## config.mk

```make
export PLATFORM = sky130hd
export DESIGN_NAME = two_channel_scalar_kalman
export DESIGN_NICKNAME = d
export VERILOG_FILES = /design/src/rtl/tck_pkg.sv /design/src/rtl/tck_regs.sv /design/src/rtl/tck_ctrl.sv /design/src/rtl/tck_dp.sv /design/src/rtl/two_channel_scalar_kalman.sv
export SDC_FILE = /design/constraint.sdc
export NUM_CORES = 2
export LEC_CHECK = 0
export CAP_MARGIN = 15
export CORE_MARGIN = 8
export CORE_UTILIZATION = 45
export DETAILED_ROUTE_END_ITERATION = 8
export DONT_BUFFER_PORTS = 1
export HOLD_SLACK_MARGIN = 0.03
export RECOVER_POWER = 100
export SLEW_MARGIN = 20
export SYNTH_ARGS = -nofsm -noshare
export SYNTH_HDL_FRONTEND = slang
export SYNTH_SLANG_ARGS = --single-unit
export TNS_END_PERCENT = 50
```

## constraint.sdc

```tcl
create_clock -name clk -period 9.7 [get_ports clk]
set_clock_uncertainty 0.15 [all_clocks]
set_input_delay 1.94 -clock clk [delete_from_list [all_inputs] [get_ports clk]]
set_output_delay 1.94 -clock clk [all_outputs]
set_load 0.02 [all_outputs]
```

## src/rtl/tck_pkg.sv

```systemverilog
// Shared types, constants and command words for the two-channel scalar Kalman filter.
`timescale 1ns / 1ps

package tck_pkg;

  // Default sizes, handed down from the top level
  localparam int CHANNELS_DEF   = 2;
  localparam int VALUE_BITS_DEF = 32;

  // Fixed-point format and register file
  localparam int FRAC_BITS = 16;
  localparam int GAIN_BITS = FRAC_BITS + 1;
  localparam int CFG_BITS  = 32;
  localparam int ADDR_BITS = 3;
  localparam int DIV_STEPS = FRAC_BITS;
  localparam int STEP_BITS = $clog2(DIV_STEPS);

  localparam logic [GAIN_BITS-1:0] ONE_FIX  = {1'b1, {FRAC_BITS{1'b0}}};
  localparam logic [CFG_BITS-1:0]  Q_RESET  = 32'd655;
  localparam logic [CFG_BITS-1:0]  R_RESET  = 32'd65536;

  // Item kinds; the unused code behaves as a forecast
  typedef enum logic [1:0] {
    KIND_FCAST  = 2'd0,
    KIND_FILTER = 2'd1,
    KIND_RESET  = 2'd2
  } kind_t;

  // Register indexes
  typedef enum logic {
    REG_Q = 1'b0,
    REG_R = 1'b1
  } reg_idx_t;

  // Controller to datapath
  typedef struct packed {
    logic latch_in;  // capture the observations of an accepted word
    logic fcast;     // forecast every channel
    logic clear;     // clear channel state ahead of the forecast
    logic div_init;  // load divider and difference for the current channel
    logic div_step;  // one restoring division step
    logic mul_est;   // multiply gain by the innovation magnitude
    logic mul_cov;   // multiply (1 - gain) by the covariance, write estimate
    logic cov_wr;    // write the updated covariance
    logic out_load;  // load the output register
    logic out_filt;  // output filtered estimates instead of predictions
  } cmd_t;

  // Datapath to controller
  typedef struct packed {
    logic div_last;  // last division step this cycle
  } stat_t;

endpackage

```

## src/rtl/tck_regs.sv

```systemverilog
// APB-style register file holding the process and measurement noise variances.
`timescale 1ns / 1ps

module tck_regs (
  input  logic                           clk,
  input  logic                           rst_n,
  input  logic                           psel,
  input  logic                           penable,
  input  logic                           pwrite,
  input  logic [tck_pkg::ADDR_BITS-1:0]  paddr,
  input  logic [tck_pkg::CFG_BITS-1:0]   pwdata,
  output logic [tck_pkg::CFG_BITS-1:0]   prdata,
  output logic                           pready,
  output logic [tck_pkg::CFG_BITS-1:0]   q_var,
  output logic [tck_pkg::CFG_BITS-1:0]   r_var
);
  import tck_pkg::*;

  logic [CFG_BITS-1:0] q_r;
  logic [CFG_BITS-1:0] r_r;
  reg_idx_t            idx;

  assign idx    = reg_idx_t'(paddr[ADDR_BITS-1]);
  assign pready = 1'b1;
  assign q_var  = q_r;
  assign r_var  = r_r;

  // Write on the access cycle
  always_ff @(posedge clk) begin
    if (!rst_n) begin
      q_r <= Q_RESET;
      r_r <= R_RESET;
    end else if (psel && penable && pwrite) begin
      unique case (idx)
        REG_Q:   q_r <= pwdata;
        REG_R:   r_r <= pwdata;
        default: ;
      endcase
    end
  end

  // Read back
  always_comb begin
    unique case (idx)
      REG_Q:   prdata = q_r;
      REG_R:   prdata = r_r;
      default: prdata = '0;
    endcase
  end

endmodule

```

## src/rtl/tck_ctrl.sv

```systemverilog
// Sequencer: accepts words, steps each channel through divide and multiply, loads the result.
`timescale 1ns / 1ps

module tck_ctrl #(
  parameter int CHANNELS = tck_pkg::CHANNELS_DEF,
  parameter int CW       = (CHANNELS > 1) ? $clog2(CHANNELS) : 1
) (
  input  logic           clk,
  input  logic           rst_n,
  input  logic           in_valid,
  input  logic [1:0]     in_kind,
  output logic           in_ready,
  input  logic           out_ready,
  output logic           out_valid,
  input  tck_pkg::stat_t stat,
  output logic [CW-1:0]  ch,
  output tck_pkg::cmd_t  cmd
);
  import tck_pkg::*;

  typedef enum logic [2:0] {
    S_IDLE,
    S_FCAST,
    S_DINIT,
    S_DSTEP,
    S_MEST,
    S_MCOV,
    S_CWR,
    S_LOAD
  } state_t;

  localparam logic [CW-1:0] LAST_CH = CW'(CHANNELS - 1);

  state_t        state_r;
  logic          out_valid_r;
  logic [CW-1:0] ch_r;
  logic          filt_r;
  logic          clear_r;
  logic          load_ok;

  assign in_ready  = (state_r == S_IDLE);
  assign out_valid = out_valid_r;
  assign ch        = ch_r;
  assign load_ok   = !out_valid_r || out_ready;

  // State and registered outputs
  always_ff @(posedge clk) begin
    if (!rst_n) begin
      state_r     <= S_IDLE;
      out_valid_r <= 1'b0;
      ch_r        <= '0;
      filt_r      <= 1'b0;
      clear_r     <= 1'b0;
    end else begin
      // raise on load, drop once taken
      if ((state_r == S_LOAD) && load_ok) begin
        out_valid_r <= 1'b1;
      end else if (out_valid_r && out_ready) begin
        out_valid_r <= 1'b0;
      end
      unique case (state_r)
        S_IDLE: begin
          if (in_valid) begin
            ch_r    <= '0;
            filt_r  <= (in_kind == KIND_FILTER);
            clear_r <= (in_kind == KIND_RESET);
            state_r <= (in_kind == KIND_FILTER) ? S_DINIT : S_FCAST;
          end
        end
        S_FCAST: state_r <= S_LOAD;
        S_DINIT: state_r <= S_DSTEP;
        S_DSTEP: begin
          if (stat.div_last) state_r <= S_MEST;
        end
        S_MEST:  state_r <= S_MCOV;
        S_MCOV:  state_r <= S_CWR;
        S_CWR: begin
          if (ch_r == LAST_CH) begin
            state_r <= S_LOAD;
          end else begin
            ch_r    <= ch_r + CW'(1);
            state_r <= S_DINIT;
          end
        end
        S_LOAD: begin
          // hold the result until the output register is free
          if (load_ok) begin
            state_r <= S_IDLE;
          end
        end
        default: state_r <= S_IDLE;
      endcase
    end
  end

  // Decode commands from the state
  always_comb begin
    cmd          = '0;
    cmd.latch_in = (state_r == S_IDLE) && in_valid;
    cmd.fcast    = (state_r == S_FCAST);
    cmd.clear    = clear_r;
    cmd.div_init = (state_r == S_DINIT);
    cmd.div_step = (state_r == S_DSTEP);
    cmd.mul_est  = (state_r == S_MEST);
    cmd.mul_cov  = (state_r == S_MCOV);
    cmd.cov_wr   = (state_r == S_CWR);
    cmd.out_load = (state_r == S_LOAD) && load_ok;
    cmd.out_filt = filt_r;
  end

endmodule

```

## src/rtl/tck_dp.sv

```systemverilog
// Datapath: channel state, forecast adders, restoring gain divider, shared multiplier.
`timescale 1ns / 1ps

module tck_dp #(
  parameter int CHANNELS   = tck_pkg::CHANNELS_DEF,
  parameter int VALUE_BITS = tck_pkg::VALUE_BITS_DEF,
  parameter int CW         = (CHANNELS > 1) ? $clog2(CHANNELS) : 1
) (
  input  logic                          clk,
  input  logic                          rst_n,
  input  tck_pkg::cmd_t                 cmd,
  output tck_pkg::stat_t                stat,
  input  logic [CW-1:0]                 ch,
  input  logic signed [VALUE_BITS-1:0]  in_obs_x,
  input  logic signed [VALUE_BITS-1:0]  in_obs_y,
  input  logic [tck_pkg::CFG_BITS-1:0]  q_var,
  input  logic [tck_pkg::CFG_BITS-1:0]  r_var,
  output logic signed [VALUE_BITS-1:0]  out_est_x,
  output logic signed [VALUE_BITS-1:0]  out_est_y
);
  import tck_pkg::*;

  localparam int VB    = VALUE_BITS;
  localparam int SW    = ((VB > CFG_BITS) ? VB : CFG_BITS) + 1;  // exact sums
  localparam int MW    = VB + 1;                                 // innovation magnitude
  localparam int PW    = GAIN_BITS + MW;                         // product
  localparam int Y_IDX = (CHANNELS > 1) ? 1 : 0;

  localparam logic [PW-1:0]          HALF   = PW'(1) << (FRAC_BITS - 1);
  localparam logic signed [VB+1:0]   SMAX_W = {3'b000, {(VB-1){1'b1}}};
  localparam logic signed [VB+1:0]   SMIN_W = {3'b111, {(VB-1){1'b0}}};

  // Channel state
  logic signed [VB-1:0] est_r  [CHANNELS];
  logic        [VB-1:0] cov_r  [CHANNELS];
  logic signed [VB-1:0] pest_r [CHANNELS];
  logic        [VB-1:0] pcov_r [CHANNELS];

  // Per-item working registers
  logic signed [VB-1:0]    obs_x_r;
  logic signed [VB-1:0]    obs_y_r;
  logic signed [VB-1:0]    xp_r;
  logic [VB-1:0]           pp_r;
  logic [MW-1:0]           mag_r;
  logic                    neg_r;
  logic [SW-1:0]           den_r;
  logic [SW-1:0]           rem_r;
  logic [GAIN_BITS-1:0]    q_r;
  logic                    den_zero_r;
  logic [STEP_BITS-1:0]    step_r;
  logic [PW-1:0]           prod_r;
  logic signed [VB-1:0]    out_x_r;
  logic signed [VB-1:0]    out_y_r;

  logic signed [VB-1:0]    pest_sel;
  logic [VB-1:0]           pcov_sel;
  logic signed [VB-1:0]    z_sel;
  logic [MW-1:0]           diff_u;
  logic [SW:0]             rem_sh;
  logic                    fit;
  logic [SW-1:0]           rem_nxt;
  logic [GAIN_BITS-1:0]    q_nxt;
  logic [GAIN_BITS-1:0]    gain;
  logic [GAIN_BITS-1:0]    mul_a;
  logic [MW-1:0]           mul_b;
  logic [PW-1:0]           rnd_w;
  logic signed [VB+1:0]    xp_w;
  logic signed [VB+1:0]    rnd_e;
  logic signed [VB+1:0]    x_w;
  logic signed [VB-1:0]    x_new;
  logic [SW-1:0]           fc_sum [CHANNELS];
  logic [VB-1:0]           fc_cov [CHANNELS];

  assign pest_sel = pest_r[ch];
  assign pcov_sel = pcov_r[ch];
  assign z_sel    = (ch == '0) ? obs_x_r : obs_y_r;

  // Innovation and its magnitude
  assign diff_u = {z_sel[VB-1], z_sel} - {pest_sel[VB-1], pest_sel};

  // Restoring division step
  assign rem_sh  = {rem_r, 1'b0};
  assign fit     = (rem_sh >= {1'b0, den_r});
  assign rem_nxt = fit ? SW'(rem_sh - {1'b0, den_r}) : rem_sh[SW-1:0];
  assign q_nxt   = {q_r[GAIN_BITS-2:0], fit};
  assign gain    = den_zero_r ? '0 : q_r;

  assign stat.div_last = (step_r == STEP_BITS'(DIV_STEPS - 1));

  // Shared multiplier operands
  assign mul_a = cmd.mul_cov ? GAIN_BITS'(ONE_FIX - gain) : gain;
  assign mul_b = cmd.mul_cov ? MW'(pp_r) : mag_r;

  // Round the scaled innovation, ties away from zero, and apply it
  assign rnd_w = (prod_r + HALF) >> FRAC_BITS;
  assign xp_w  = $signed({{2{xp_r[VB-1]}}, xp_r});
  assign rnd_e = $signed({1'b0, rnd_w[MW-1:0]});
  assign x_w   = neg_r ? (xp_w - rnd_e) : (xp_w + rnd_e);

  always_comb begin
    if (x_w > SMAX_W) begin
      x_new = SMAX_W[VB-1:0];
    end else if (x_w < SMIN_W) begin
      x_new = SMIN_W[VB-1:0];
    end else begin
      x_new = x_w[VB-1:0];
    end
  end

  // Forecast covariance with saturation
  always_comb begin
    for (int c = 0; c < CHANNELS; c++) begin
      fc_sum[c] = (cmd.clear ? '0 : SW'(cov_r[c])) + SW'(q_var);
      fc_cov[c] = (|fc_sum[c][SW-1:VB]) ? {VB{1'b1}} : fc_sum[c][VB-1:0];
    end
  end

  // Channel state updates
  always_ff @(posedge clk) begin
    if (!rst_n) begin
      for (int c = 0; c < CHANNELS; c++) begin
        est_r[c]  <= '0;
        cov_r[c]  <= '0;
        pest_r[c] <= '0;
        pcov_r[c] <= '0;
      end
    end else begin
      if (cmd.fcast) begin
        for (int c = 0; c < CHANNELS; c++) begin
          pest_r[c] <= cmd.clear ? '0 : est_r[c];
          pcov_r[c] <= fc_cov[c];
          if (cmd.clear) begin
            est_r[c] <= '0;
            cov_r[c] <= '0;
          end
        end
      end
      if (cmd.mul_cov) est_r[ch] <= x_new;
      if (cmd.cov_wr)  cov_r[ch] <= prod_r[FRAC_BITS +: VB];
    end
  end

  // Working registers
  always_ff @(posedge clk) begin
    if (cmd.latch_in) begin
      obs_x_r <= in_obs_x;
      obs_y_r <= in_obs_y;
    end
    if (cmd.div_init) begin
      xp_r       <= pest_sel;
      pp_r       <= pcov_sel;
      neg_r      <= diff_u[MW-1];
      mag_r      <= diff_u[MW-1] ? (~diff_u + MW'(1)) : diff_u;
      den_r      <= SW'(pcov_sel) + SW'(r_var);
      // with no measurement noise the quotient starts at one
      q_r        <= (r_var == '0) ? GAIN_BITS'(1) : '0;
      rem_r      <= (r_var == '0) ? '0 : SW'(pcov_sel);
      den_zero_r <= (pcov_sel == '0) && (r_var == '0);
      step_r     <= '0;
    end
    if (cmd.div_step) begin
      rem_r  <= rem_nxt;
      q_r    <= q_nxt;
      step_r <= step_r + STEP_BITS'(1);
    end
    if (cmd.mul_est || cmd.mul_cov) begin
      prod_r <= mul_a * mul_b;
    end
    if (cmd.out_load) begin
      out_x_r <= cmd.out_filt ? est_r[0] : pest_r[0];
      if (CHANNELS > 1) begin
        out_y_r <= cmd.out_filt ? est_r[Y_IDX] : pest_r[Y_IDX];
      end else begin
        out_y_r <= '0;
      end
    end
  end

  assign out_est_x = out_x_r;
  assign out_est_y = out_y_r;

endmodule

```

## src/rtl/two_channel_scalar_kalman.sv

```systemverilog
// Top level of the two-channel scalar Kalman filter.
//
// Input channel: in_valid/in_ready carry one word of in_kind, in_obs_x and
// in_obs_y. Kind forecast predicts every channel, kind filter corrects every
// channel with its observation, kind reset clears the state and forecasts;
// the unused code forecasts. Result channel: out_valid/out_ready carry one
// word of out_est_x and out_est_y per input word.
// Sequence: a forecast or reset word passes through the forecast and load
// states; a filter word runs the 16-step restoring gain divider once per
// channel, then the estimate multiply, covariance multiply and covariance
// write, before the load. A new word can be taken from the cycle after the
// result is loaded, and only while the block is idle.
// The result sits in an output register: a stalled receiver holds it there
// while the next word is accepted and processed, and only the final load waits.
// Configuration: Q at byte address 0, R at byte address 4, both unsigned Q16.16;
// write them only while the block is idle. pready is always high.
// Reset (rst_n low, synchronous) clears all channel state to zero, drops any
// pending result and sets Q to 655 and R to 1.0.
`timescale 1ns / 1ps

module two_channel_scalar_kalman #(
  parameter int CHANNELS   = tck_pkg::CHANNELS_DEF,
  parameter int VALUE_BITS = tck_pkg::VALUE_BITS_DEF
) (
  input  logic                          clk,
  input  logic                          rst_n,
  input  logic                          in_valid,
  output logic                          in_ready,
  input  logic [1:0]                    in_kind,
  input  logic signed [VALUE_BITS-1:0]  in_obs_x,
  input  logic signed [VALUE_BITS-1:0]  in_obs_y,
  output logic                          out_valid,
  input  logic                          out_ready,
  output logic signed [VALUE_BITS-1:0]  out_est_x,
  output logic signed [VALUE_BITS-1:0]  out_est_y,
  input  logic                          psel,
  input  logic                          penable,
  input  logic                          pwrite,
  input  logic [tck_pkg::ADDR_BITS-1:0] paddr,
  input  logic [tck_pkg::CFG_BITS-1:0]  pwdata,
  output logic [tck_pkg::CFG_BITS-1:0]  prdata,
  output logic                          pready
);
  import tck_pkg::*;

  localparam int CW = (CHANNELS > 1) ? $clog2(CHANNELS) : 1;

  cmd_t                cmd;
  stat_t               stat;
  logic [CW-1:0]       ch;
  logic [CFG_BITS-1:0] q_var;
  logic [CFG_BITS-1:0] r_var;

  tck_regs u_regs (
    .clk     (clk),
    .rst_n   (rst_n),
    .psel    (psel),
    .penable (penable),
    .pwrite  (pwrite),
    .paddr   (paddr),
    .pwdata  (pwdata),
    .prdata  (prdata),
    .pready  (pready),
    .q_var   (q_var),
    .r_var   (r_var)
  );

  tck_ctrl #(
    .CHANNELS (CHANNELS),
    .CW       (CW)
  ) u_ctrl (
    .clk       (clk),
    .rst_n     (rst_n),
    .in_valid  (in_valid),
    .in_kind   (in_kind),
    .in_ready  (in_ready),
    .out_ready (out_ready),
    .out_valid (out_valid),
    .stat      (stat),
    .ch        (ch),
    .cmd       (cmd)
  );

  tck_dp #(
    .CHANNELS   (CHANNELS),
    .VALUE_BITS (VALUE_BITS),
    .CW         (CW)
  ) u_dp (
    .clk       (clk),
    .rst_n     (rst_n),
    .cmd       (cmd),
    .stat      (stat),
    .ch        (ch),
    .in_obs_x  (in_obs_x),
    .in_obs_y  (in_obs_y),
    .q_var     (q_var),
    .r_var     (r_var),
    .out_est_x (out_est_x),
    .out_est_y (out_est_y)
  );

endmodule

```

==> flow_summary.ini <==
[outcome]
outcome = complete, but fails checks
violations = max-capacitance violations, max-slew violations

[timing]
tns_ns = 0
relSlewSlack = -1.58
period_minus_slack_ns = 9.17
rsz0062_at_grt = false
slew_violations = 1006
tightest_slew_ns = 3.87
fin_ws_ns = 0.534
setup_viol = 0
period_share = 0.945
max_freq_mhz = 109
hold_viol = 0

[synthesis]
async_flop_share = 0
synth_edf_count = 604
synth-seq-cells = 676
mappedNetlistNets = 6513
yosysWarnings = 0
syn_inst = 5617
ys_seq_area_frac = 0.351
ys.flop_type = edfxtp_1
ys_types = 83
syn-cell-area_um2 = 55800
avgSynthCellArea_um2 = 9.93

[setup_path]
path_max_fanout = 26
cpPeakStageDelay_ns = 0.91
critPathKind = register to register
worst_path_max_delay_cell = xnor2_4
crit_required_ns = 9.98
startpoint_type = register
cp-end-kind = register
worstPathArrival_ns = 9.44

[route]
drc_errors = 0
wl_per_cell_um = 21.9
avgViaCountPerCell = 5.48
drt_iter0_drc = 3390
via_count = 39856
wl_mm = 159
first_pass_iters = 6
ant_nets = 0

[flow_run]
max_cap_viol_count = 24

[placement]
globalplace.congestion = 0.943
post_dp_cell_area_um2 = 58000
hpwl_mm = 125
portBuffers = 0
pre_cts_ws_ns = 0.658

[clock_network]
ctsResizeCount = 0
cts_root_buffer = clkbuf_16
clk_pin_slew_worst_paths_ns = 0.06
numClockSinks = 676
cts.path.max_buffers = 3
cts_tree = yes
cts_buffers = 75
postCtsSetupBuffers = 0
cts_hold_buf = 0
clock_latency_ns = 0.68
htreeDepth = 3

[global_route]
use_met1 = 0.320
met3_usage = 0.0409
grt_pass1_wl_mm = 243
top_usage_layer = met2
grt_max_degree = 82
use_met2 = 0.372
grtUsageTotal = 0.232
antenna_found_initial = 3
grt.overflow.total = 0
grt_pass1_vias = 39741

[die]
dieWidth_um = 368
io_pins = 207
row_count = 129
start_util = 0.452
die_area_um2 = 135000
die_y_um = 368
core_area_um2 = 123000

[cells_and_area]
fillCellCount = 11404
post-route-util = 0.490
drive_gt1_frac = 0.0625
nets = 6469
area_growth_pct = 8.46
post-route-cell-area_um2 = 60500

[worst_hold_path]
min_path_type = register to register
[path summary, 6_finish.rpt]
path | startpoint | to | slack (ns) | cells after the start
worst max-delay path | u_ctrl.state_r[1] | u_dp.prod_r[48] | 0.53 | 33
worst min register to register | u_regs.r_var[17] | u_regs.r_var[17] | 0.37 | 2
worst min-delay path | u_regs.r_var[17] | u_regs.r_var[17] | 0.37 | 2
worst max register to register | u_ctrl.state_r[1] | u_dp.prod_r[48] | 0.53 | 33
[layout make-up]
type	count	area [µm²]	share of cell area
multi-input combinational	3959	32600	0.540
sequential	676	19600	0.324
inverter	742	2790	0.0461
tap	1637	2050	0.0339
clock buffer	85	1960	0.0324
timing repair buffer	119	816	0.0135
clock inverter	54	653	0.0108
antenna	3	7.51	0.000124
[per-stage QoR]
| step | cells | hold slack [ns] |
|---|---|---|
| floorplan | 5617 | 0.320 |
| global route | 7272 | 0.399 |
| detailed placement | 7132 | 0.355 |
| CTS | 7271 | 0.365 |
| finish | 7275 | 0.368 |
| global placement | 7132 | 0.339 |
[synthesized netlist by cell type, drive strengths merged (29+ instances only)]
cell / instances / share of area
a21boi: 65 / 0.0088
a21o: 130 / 0.018
a21oi: 218 / 0.020
a31oi: 35 / 0.0039
and2: 199 / 0.022
clkbuf: 222 / 0.015
dfxtp: 72 / 0.026
edfxtp: 604 / 0.33
fa: 467 / 0.17
ha: 321 / 0.072
inv: 742 / 0.050
mux2: 133 / 0.027
mux2i: 114 / 0.020
nand2: 784 / 0.053
nand2b: 50 / 0.0056
nand3: 68 / 0.0061
nand4: 47 / 0.0053
nor2: 267 / 0.018
nor2b: 95 / 0.011
nor3: 62 / 0.0056
o21a: 37 / 0.0050
o21ai: 239 / 0.021
o21bai: 33 / 0.0044
o22ai: 29 / 0.0033
xnor2: 185 / 0.029
xor2: 128 / 0.020
[layout by cell type (no fill, tap or decap), types with 35 or more instances in the layout]
cell type	synthesis	layout
nand2b_1	50	49
a31oi_1	35	35
nand3_1	68	68
a21o_1	130	130
nand2_1	783	781
mux2i_1	114	114
o21ai_0	234	232
ha_1	321	321
fa_1	467	467
o21a_1	37	37
nor2_1	267	260
a21oi_1	218	218
xnor2_1	184	181
and2_1	199	119
mux2_1	0	55
mux2_2	133	78
nor2b_1	95	93
buf_4	2	80
xor2_1	128	128
clkbuf_16	0	77
edfxtp_1	604	604
nor3_1	62	62
clkbuf_1	222	42
and2_0	0	79
dfxtp_1	72	71
nand4_1	47	47
a21boi_0	65	65
inv_1	742	741
[kinds of logic after synthesis]
| group | Yosys count | synth area share |
|---|---|---|
| flops | 676 | 0.351 |
| buf+inv | 982 | 0.0663 |
| compound gates | 918 | 0.104 |
| xor+xnor | 313 | 0.0495 |
| fa+ha+maj | 788 | 0.240 |
| other cells | 1 | 0.0000673 |
| mux | 247 | 0.0473 |
| simple gates | 1692 | 0.142 |
[metal layers]
metal / wire length [µm] / vias to the layer above
li1: - / 18712
met1: 70100 / 19640
met2: 73000 / 1259
met3: 10500 / 245
met4: 5410 / 0
met5: 0 / -
[worst max-delay path, delay by kind of cell (launching register included)]
kind	cells	cell delay, ns
adders and majority gates	8	3.73
and+or+nand+nor	6	1.51
buffers and inverters	10	1.03
xor gates and xnor gates	2	1.03
AOI/OAI and AO/OA	7	1.03
DFF	1	0.37
[flip-flops by register name, summed over array words and instances, names as in the netlist, 3 cells and up, named ones only]
| name | cells |
|---|---|
| u_dp.xp_r | 32 |
| u_dp.step_r | 4 |
| u_dp.den_r | 33 |
| u_dp.prod_r | 34 |
| u_dp.q_r | 17 |
| u_regs.q_var | 32 |
| u_dp.pcov_r | 64 |
| u_dp.cov_r | 64 |
| u_dp.rem_r | 33 |
| u_dp.obs_x_r | 32 |
| u_dp.out_est_x | 32 |
| u_dp.est_r | 64 |
| u_regs.r_var | 32 |
| u_ctrl.state_r | 3 |
| u_dp.mag_r | 33 |
| u_dp.pp_r | 32 |
| u_dp.obs_y_r | 32 |
| u_dp.pest_r | 64 |
| u_dp.out_est_y | 32 |
Power is left out: the tool's default activity adds up to more than one toggle a clock period on the data nets, which glitch-free logic cannot reach.
